===== config.mk =====
export PLATFORM = sky130hd
export DESIGN_NAME = data_run_list_decoder_top
export DESIGN_NICKNAME = d
export VERILOG_FILES = /design/src/sv/drld_pkg.sv /design/src/sv/drld_core.sv /design/src/sv/data_run_list_decoder_top.sv
export SDC_FILE = /design/constraint.sdc
export NUM_CORES = 1
export LEC_CHECK = 0
export BUFFER_PORTS_ARGS = -buffer_cell sky130_fd_sc_hd__buf_4
export CAP_MARGIN = 0
export CORE_MARGIN = 3
export CORE_UTILIZATION = 40
export CTS_CLUSTER_SIZE = 24
export DETAILED_ROUTE_END_ITERATION = 16
export PLACE_DENSITY = 0.62
export SYNTH_ARGS = -nofsm -noshare
export SYNTH_HDL_FRONTEND = slang
export SYNTH_SLANG_ARGS = --single-unit

===== constraint.sdc =====
create_clock -name clk -period 44.1 [get_ports clk]
set_input_delay 4.41 -clock clk [delete_from_list [all_inputs] [get_ports clk]]
set_output_delay 4.41 -clock clk [all_outputs]
set_load 0.01 [all_outputs]

===== src/sv/drld_pkg.sv =====
// Shared types and codes for the data run list decoder.
package drld_pkg;

    localparam logic [1:0] PH_IDLE   = 2'd0;
    localparam logic [1:0] PH_HEADER = 2'd1;
    localparam logic [1:0] PH_LENGTH = 2'd2;
    localparam logic [1:0] PH_DELTA  = 2'd3;

    localparam logic [1:0] EV_RUN     = 2'd0;
    localparam logic [1:0] EV_ZERO    = 2'd1;
    localparam logic [1:0] EV_LIMIT   = 2'd2;
    localparam logic [1:0] EV_INVALID = 2'd3;

    localparam logic [1:0] KIND_POSITIVE = 2'd0;
    localparam logic [1:0] KIND_SPARSE   = 2'd1;
    localparam logic [1:0] KIND_ZERO     = 2'd2;
    localparam logic [1:0] KIND_NEGATIVE = 2'd3;

    localparam logic [3:0] NIBBLE_MAX = 4'd8;
    localparam logic [10:0] POS_MAX   = 11'h7FF;

    typedef struct packed {
        logic [1:0]         event_res;
        logic [9:0]         run_number;
        logic [63:0]        run_clusters;
        logic signed [63:0] start_cluster;
        logic [1:0]         cluster_kind;
        logic [7:0]         header_value;
    } drld_res_t;

endpackage


===== src/sv/drld_core.sv =====
// Run list byte decoder: header decode, field accumulation and cluster tracking.
module drld_core #(
    parameter int REGION_MAX_BYTES = 1024
) (
    input  logic                clk,
    input  logic                rst_n,
    input  logic                accept,
    input  logic [7:0]          run_byte,
    input  logic                start_list,
    input  logic [10:0]         region_bytes,
    output logic                res_valid,
    output drld_pkg::drld_res_t res
);
    import drld_pkg::*;

    localparam logic [10:0] LIMIT_CAP =
        (REGION_MAX_BYTES > 2047) ? 11'h7FF : 11'(REGION_MAX_BYTES);

    logic [1:0]  phase_reg, phase_next;
    logic [10:0] pos_reg, pos_next;
    logic [10:0] limit_reg, limit_next;
    logic [3:0]  len_left_reg, len_left_next;
    logic [3:0]  dlt_left_reg, dlt_left_next;
    logic [63:0] len_acc_reg, len_acc_next;
    logic [63:0] dlt_acc_reg, dlt_acc_next;
    logic [63:0] prev_reg, prev_next;
    logic [9:0]  cnt_reg, cnt_next;
    logic [7:0]  hdr_reg, hdr_next;

    logic [1:0]  eff_phase;
    logic [10:0] eff_pos;
    logic [10:0] eff_limit;
    logic [63:0] eff_prev;
    logic [9:0]  eff_cnt;
    logic [10:0] region_sat;
    logic [10:0] pos_adv;
    logic [3:0]  b_ln;
    logic [3:0]  b_dn;
    logic [3:0]  h_ln;
    logic [3:0]  h_dn;
    logic [2:0]  len_idx;
    logic [2:0]  dlt_idx;
    logic [63:0] len_acc_ins;
    logic [63:0] dlt_acc_ins;
    logic [63:0] dlt_byte;
    logic [63:0] clus_sum;
    logic        finish;

    assign region_sat = (region_bytes > LIMIT_CAP) ? LIMIT_CAP : region_bytes;
    assign eff_phase  = start_list ? PH_HEADER : phase_reg;
    assign eff_pos    = start_list ? 11'd0 : pos_reg;
    assign eff_limit  = start_list ? region_sat : limit_reg;
    assign eff_prev   = start_list ? 64'd0 : prev_reg;
    assign eff_cnt    = start_list ? 10'd0 : cnt_reg;
    assign pos_adv    = (eff_pos == POS_MAX) ? eff_pos : eff_pos + 11'd1;

    assign b_ln = run_byte[3:0];
    assign b_dn = run_byte[7:4];
    assign h_ln = hdr_reg[3:0];
    assign h_dn = hdr_reg[7:4];

    assign len_idx     = 3'(h_ln - len_left_reg);
    assign dlt_idx     = 3'(h_dn - dlt_left_reg);
    assign len_acc_ins = len_acc_reg | (64'(run_byte) << {len_idx, 3'b000});
    // last delta byte is sign extended into the upper bytes
    assign dlt_byte    = (dlt_left_reg == 4'd1) ? {{56{run_byte[7]}}, run_byte}
                                                : 64'(run_byte);
    assign dlt_acc_ins = dlt_acc_reg | (dlt_byte << {dlt_idx, 3'b000});
    assign clus_sum    = eff_prev + dlt_acc_ins;

    always_comb
    begin
        phase_next    = eff_phase;
        pos_next      = eff_pos;
        limit_next    = eff_limit;
        len_left_next = len_left_reg;
        dlt_left_next = dlt_left_reg;
        len_acc_next  = len_acc_reg;
        dlt_acc_next  = dlt_acc_reg;
        prev_next     = eff_prev;
        cnt_next      = eff_cnt;
        hdr_next      = hdr_reg;
        finish        = 1'b0;
        res_valid     = 1'b0;
        res           = '0;
        res.header_value = run_byte;

        case (eff_phase)
            PH_HEADER:
            begin
                if (run_byte == 8'h00)
                begin
                    phase_next    = PH_IDLE;
                    res_valid     = 1'b1;
                    res.event_res = EV_ZERO;
                end
                else if (eff_pos >= eff_limit)
                begin
                    phase_next    = PH_IDLE;
                    res_valid     = 1'b1;
                    res.event_res = EV_LIMIT;
                end
                else if (b_ln == 4'd0 || b_ln > NIBBLE_MAX || b_dn > NIBBLE_MAX)
                begin
                    phase_next    = PH_IDLE;
                    res_valid     = 1'b1;
                    res.event_res = EV_INVALID;
                end
                else
                begin
                    hdr_next      = run_byte;
                    len_left_next = b_ln;
                    dlt_left_next = b_dn;
                    len_acc_next  = '0;
                    dlt_acc_next  = '0;
                    pos_next      = pos_adv;
                    phase_next    = PH_LENGTH;
                end
            end
            PH_LENGTH:
            begin
                pos_next      = pos_adv;
                len_acc_next  = len_acc_ins;
                len_left_next = len_left_reg - 4'd1;
                if (len_left_reg == 4'd1)
                begin
                    if (dlt_left_reg == 4'd0)
                        finish = 1'b1;
                    else
                        phase_next = PH_DELTA;
                end
            end
            PH_DELTA:
            begin
                pos_next      = pos_adv;
                dlt_acc_next  = dlt_acc_ins;
                dlt_left_next = dlt_left_reg - 4'd1;
                if (dlt_left_reg == 4'd1)
                    finish = 1'b1;
            end
            default:
            begin
                phase_next = PH_IDLE;
            end
        endcase

        if (finish)
        begin
            cnt_next          = eff_cnt + 10'd1;
            phase_next        = PH_HEADER;
            res_valid         = 1'b1;
            res.event_res     = EV_RUN;
            res.run_number    = cnt_next;
            res.run_clusters  = len_acc_next;
            res.header_value  = hdr_reg;
            if (h_dn == 4'd0)
            begin
                res.cluster_kind = KIND_SPARSE;
            end
            else
            begin
                prev_next         = clus_sum;
                res.start_cluster = clus_sum;
                if (clus_sum == 64'd0)
                    res.cluster_kind = KIND_ZERO;
                else if (clus_sum[63])
                    res.cluster_kind = KIND_NEGATIVE;
                else
                    res.cluster_kind = KIND_POSITIVE;
            end
        end

        if (!accept)
            res_valid = 1'b0;
    end

    always_ff @(posedge clk or negedge rst_n)
    begin
        if (!rst_n)
        begin
            phase_reg    <= PH_IDLE;
            pos_reg      <= '0;
            limit_reg    <= '0;
            len_left_reg <= '0;
            dlt_left_reg <= '0;
            len_acc_reg  <= '0;
            dlt_acc_reg  <= '0;
            prev_reg     <= '0;
            cnt_reg      <= '0;
            hdr_reg      <= '0;
        end
        else if (accept)
        begin
            phase_reg    <= phase_next;
            pos_reg      <= pos_next;
            limit_reg    <= limit_next;
            len_left_reg <= len_left_next;
            dlt_left_reg <= dlt_left_next;
            len_acc_reg  <= len_acc_next;
            dlt_acc_reg  <= dlt_acc_next;
            prev_reg     <= prev_next;
            cnt_reg      <= cnt_next;
            hdr_reg      <= hdr_next;
        end
    end

    a_end_goes_idle: assert property (@(posedge clk) disable iff (!rst_n)
        res_valid && res.event_res != EV_RUN |=> phase_reg == PH_IDLE)
        else $error("list end did not idle the decoder");

    a_run_back_to_header: assert property (@(posedge clk) disable iff (!rst_n)
        res_valid && res.event_res == EV_RUN |=> phase_reg == PH_HEADER)
        else $error("finished run did not return to header");

    a_length_count_live: assert property (@(posedge clk) disable iff (!rst_n)
        phase_reg == PH_LENGTH |-> len_left_reg != 4'd0)
        else $error("length phase with no bytes left");

    a_delta_count_live: assert property (@(posedge clk) disable iff (!rst_n)
        phase_reg == PH_DELTA |-> dlt_left_reg != 4'd0 && hdr_reg[7:4] != 4'd0)
        else $error("delta phase with no delta bytes");

endmodule


===== src/sv/data_run_list_decoder_top.sv =====
// Data run list decoder top level with stream ports and output skid buffer.
// Decodes a run list one byte per word at one word per clock while s_tready
// is high. Each byte is decoded in the cycle it is accepted; its result is
// registered in the output register, or the skid register during a stall.
// This two-entry buffer lets the slave side keep accepting while one result
// waits, so a stalled master side backs up the slave side only once both hold.
module data_run_list_decoder_top #(
    parameter int REGION_MAX_BYTES = 1024
) (
    input  logic         clk,
    input  logic         rst_n,
    input  logic         s_tvalid,
    output logic         s_tready,
    input  logic [23:0]  s_tdata,   // run_byte[7:0], region_bytes[18:8], zero pad
    input  logic         s_tuser,   // start_list
    output logic         m_tvalid,
    input  logic         m_tready,
    output logic [151:0] m_tdata,   // run_number, run_clusters, start_cluster,
                                    // cluster_kind, header_value, zero pad
    output logic [1:0]   m_tuser    // event_res
);
    import drld_pkg::*;

    logic      accept;
    logic      res_valid;
    drld_res_t res;

    logic      out_valid_reg, out_valid_next;
    logic      skid_valid_reg, skid_valid_next;
    drld_res_t out_reg, out_next;
    drld_res_t skid_reg;
    logic      out_free;

    assign s_tready = !skid_valid_reg;
    assign accept   = s_tvalid && s_tready;
    assign out_free = m_tready || !out_valid_reg;

    drld_core #(
        .REGION_MAX_BYTES(REGION_MAX_BYTES)
    ) u_core (
        .clk         (clk),
        .rst_n       (rst_n),
        .accept      (accept),
        .run_byte    (s_tdata[7:0]),
        .start_list  (s_tuser),
        .region_bytes(s_tdata[18:8]),
        .res_valid   (res_valid),
        .res         (res)
    );

    always_comb
    begin
        out_valid_next  = out_valid_reg;
        skid_valid_next = skid_valid_reg;
        out_next        = out_reg;
        if (out_free)
        begin
            if (skid_valid_reg)
            begin
                out_valid_next  = 1'b1;
                out_next        = skid_reg;
                skid_valid_next = 1'b0;
            end
            else
            begin
                out_valid_next = res_valid;
                out_next       = res;
            end
        end
        else if (res_valid)
        begin
            skid_valid_next = 1'b1;
        end
    end

    always_ff @(posedge clk or negedge rst_n)
    begin
        if (!rst_n)
        begin
            out_valid_reg  <= 1'b0;
            skid_valid_reg <= 1'b0;
        end
        else
        begin
            out_valid_reg  <= out_valid_next;
            skid_valid_reg <= skid_valid_next;
        end
    end

    always_ff @(posedge clk)
    begin
        out_reg <= out_next;
        if (!out_free && res_valid)
            skid_reg <= res;
    end

    assign m_tvalid = out_valid_reg;
    assign m_tuser  = out_reg.event_res;
    assign m_tdata  = {4'd0, out_reg.header_value, out_reg.cluster_kind,
                       out_reg.start_cluster, out_reg.run_clusters, out_reg.run_number};

    a_skid_behind_out: assert property (@(posedge clk) disable iff (!rst_n)
        skid_valid_reg |-> out_valid_reg)
        else $error("skid entry held with empty output register");

    a_stall_fills_skid: assert property (@(posedge clk) disable iff (!rst_n)
        out_valid_reg && !m_tready && res_valid |=> skid_valid_reg)
        else $error("result lost while output stalled");

    a_skid_drains: assert property (@(posedge clk) disable iff (!rst_n)
        skid_valid_reg && m_tready |=> out_valid_reg && !skid_valid_reg)
        else $error("skid entry not moved to output");

endmodule


==> results.cfg <==
[clock_network]
clock-sinks = 544
root_buffer = clkbuf_16
cts_hold_buf = 0
path_clk_slew_ns = 0.06
clk_latency_ns = 0.66
cts_setup_buffers = 0
cts_buffers = 58
cts_resized = 0
cts_tree = yes
cts-htree-levels = 2
clk_path_buf_depth = 3

[final_layout]
fin_util = 0.463
n_fill_cell = 6836
ff_latch_area_mm2 = 0.0151
layout-drive-gt1-share = 0.124
multiInputGateArea_mm2 = 0.0132
nNetsFinal = 3167
area_growth_pct = 13.5
diodes = 0
final_cell_area_mm2 = 0.0335
largest_reg_flops = 150

[pwr]
power_switching_uw = 637
seqPwrFrac = 0.349
swShare = 0.370
leakage_uw = 0.0137
peakVddDrop_mv = 0.0282
power_density_mw_per_mm2 = 51.4
cell_internal_pwr_uw = 1090
comb_power_share = 0.338
clkPwrFrac = 0.312

[flow_run]
drv_cap = 0

[drt]
drt_iter0_drc = 2191
routed_wl_mm = 89.7
viasPerCell = 5.87
routedWlPerCell_um = 22.2
drc = 0
vias = 23800
antenna_left = 0
drt_pass1_iterations = 5

[die]
num_rows = 98
start_util = 0.408
ioPinCount = 185
core_mm2 = 0.0723
die-area_mm2 = 0.0771
die_y_um = 278
die_w_um = 278

[timing]
rsz0062_at_grt = false
worst_slew_pin_slew_ns = 1.25
max_freq_ghz = 0.103
slew_headroom = 0.158
period_needed_ns = 9.70
drv_slew = 0
setup_viol = 0
setup-tns-final_ns = 0
fin_skew_ns = 0.0410
final-hold-violation-count = 0
fin_crit_sh = 0.220

[placement]
io_buffers = 175
gp_congestion = 0.932
detailed_place_hpwl_mm = 62.5
place_area_mm2 = 0.0314

[logic_synthesis]
ys_types = 91
synth_seq_area_share = 0.512
synth_area_mm2 = 0.0295
synth_edf_count = 300
ys_ff_latch = 544
syn_area_per_cell_um2 = 9.84
yosys.area.top_type = edfxtp_1
synthTopCellsByArea = edfxtp_1, dfrtp_1, a21oi_1
postSynthCellCount = 3000
synth_ff_type = edfxtp_1
ys_warn_count = 0
synth_top_area_frac = 0.305
async_reset_ff_frac = 0.449

[global_route]
grt_max_degree = 108
grt_pass1_wl_mm = 138
grt.total_usage = 0.227
grt_antenna_before_repair = 1
grt_pass1_vias = 23100
grt_remaining_overflow = 0

[critical_path]
cp_max_fo = 107
cp-end-kind = register
cp.arrival_ns = 10.03
startpoint_type = input pin
required_ns = 44.43
path_class = in2reg

[outcome]
status = completed

[hold_path]
hp-class = reg2reg
routing by layer:
layer | track usage | share of wire | up-vias
met5 | 0 | 0 | -
met4 | 0.0885 | 0.041 | 0
met3 | 0.0313 | 0.056 | 190
met2 | 0.364 | 0.46 | 843
met1 | 0.312 | 0.44 | 11600
li1 | - | - | 11100
cell usage after synthesis, types with 87 or more instances:
cell / number
nand2_1: 350
edfxtp_1: 300
a21oi_1: 263
dfrtp_1: 244
nor2_1: 215
o21ai_0: 186
clkbuf_1: 158
o31ai_1: 105
nor3_1: 101
nand3_1: 100
ha_1: 89
inv_1: 87
cells in the final DEF, fill, tap and decap left out, drive strengths merged, types with 25 or more instances in the layout:
| cell | n |
|---|---|
| nand2 | 350 |
| edfxtp | 300 |
| a21oi | 266 |
| dfrtp | 244 |
| nor2 | 217 |
| o21ai | 205 |
| buf | 204 |
| o31ai | 105 |
| nor3 | 101 |
| nand3 | 100 |
| ha | 89 |
| inv | 88 |
| nor2b | 80 |
| clkbuf | 71 |
| o2bb2ai | 64 |
| nand4 | 55 |
| a21o | 49 |
| xor2 | 37 |
| a22o | 30 |
| xnor2 | 27 |
| clkinv | 26 |
| a211o | 25 |
kinds of logic (layout without fill, tap and decap cells):
group                    after synthesis  after routing  share of synthesized area
AND/OR/NAND/NOR                     1034           1034                      0.166
multiplexers                          39             39                     0.0142
adder cells (fa/ha/maj)               92             92                     0.0398
AO/OA/AOI/OAI                        916            916                      0.204
other                                  1              4                   0.000127
buffers and inverters                310            403                     0.0445
flip-flops                           544            544                      0.512
XOR/XNOR                              64             64                     0.0190
worst max-delay path, stage by stage:
cell       delay [ns]
buf_4            0.44
clkinv_1         0.68
o2bb2ai_1        0.33
ha_1             0.29
nand2b_1         0.14
a21o_1           0.17
a21o_1           0.16
a21o_1           0.16
a21o_1           0.17
a21oi_1          0.14
o211ai_1         0.23
a21o_1           0.51
a211oi_4         0.86
buf_4            0.94
o31ai_1          0.32
layout make-up:
type,instances,share of cell area
Inverter,89,0.00997
Timing Repair Buffer,204,0.0459
Multi-Input combinational cell,2149,0.394
Tap cell,950,0.0355
Clock buffer,71,0.0463
Clock inverter,39,0.0171
Sequential cell,544,0.451
per-stage QoR:
stage,hold WS [ns],total power [µW],setup slack (ns),instances
global route,0.494,1810,33.98,4046
detailed placement,0.463,1180,33.77,3936
floorplan,0.442,996,24.23,3003
CTS,0.476,1730,34.45,4046
global placement,0.456,1180,33.80,3936
finish,0.472,1720,34.40,4046
path summary, 6_finish.rpt:
kind	from	end	slack [ns]	cells after the start
worst max-delay path	s_tuser	m_tdata[61]	34.40	15
worst min-delay path	u_core.prev_reg[32]	u_core.prev_reg[32]	0.47	2
worst max register to register	u_core.hdr_reg[4]	m_tdata[139]	36.27	19
worst min register to register	u_core.prev_reg[32]	u_core.prev_reg[32]	0.47	2
max in group asynchronous	rst_n	u_core.dlt_acc_reg[49]	38.88	2
min in group asynchronous	rst_n	u_core.prev_reg[10]	3.76	1
power groups by stage:
stage	clock [µW]	combinational [µW]	sequential [µW]
after floorplan	0	373	623
after global placement	0	567	610
after detailed placement	0	573	611
after CTS	551	575	602
after global routing	572	631	606
final	538	583	602
No activity file was read; power rests on OpenSTA's default activity.
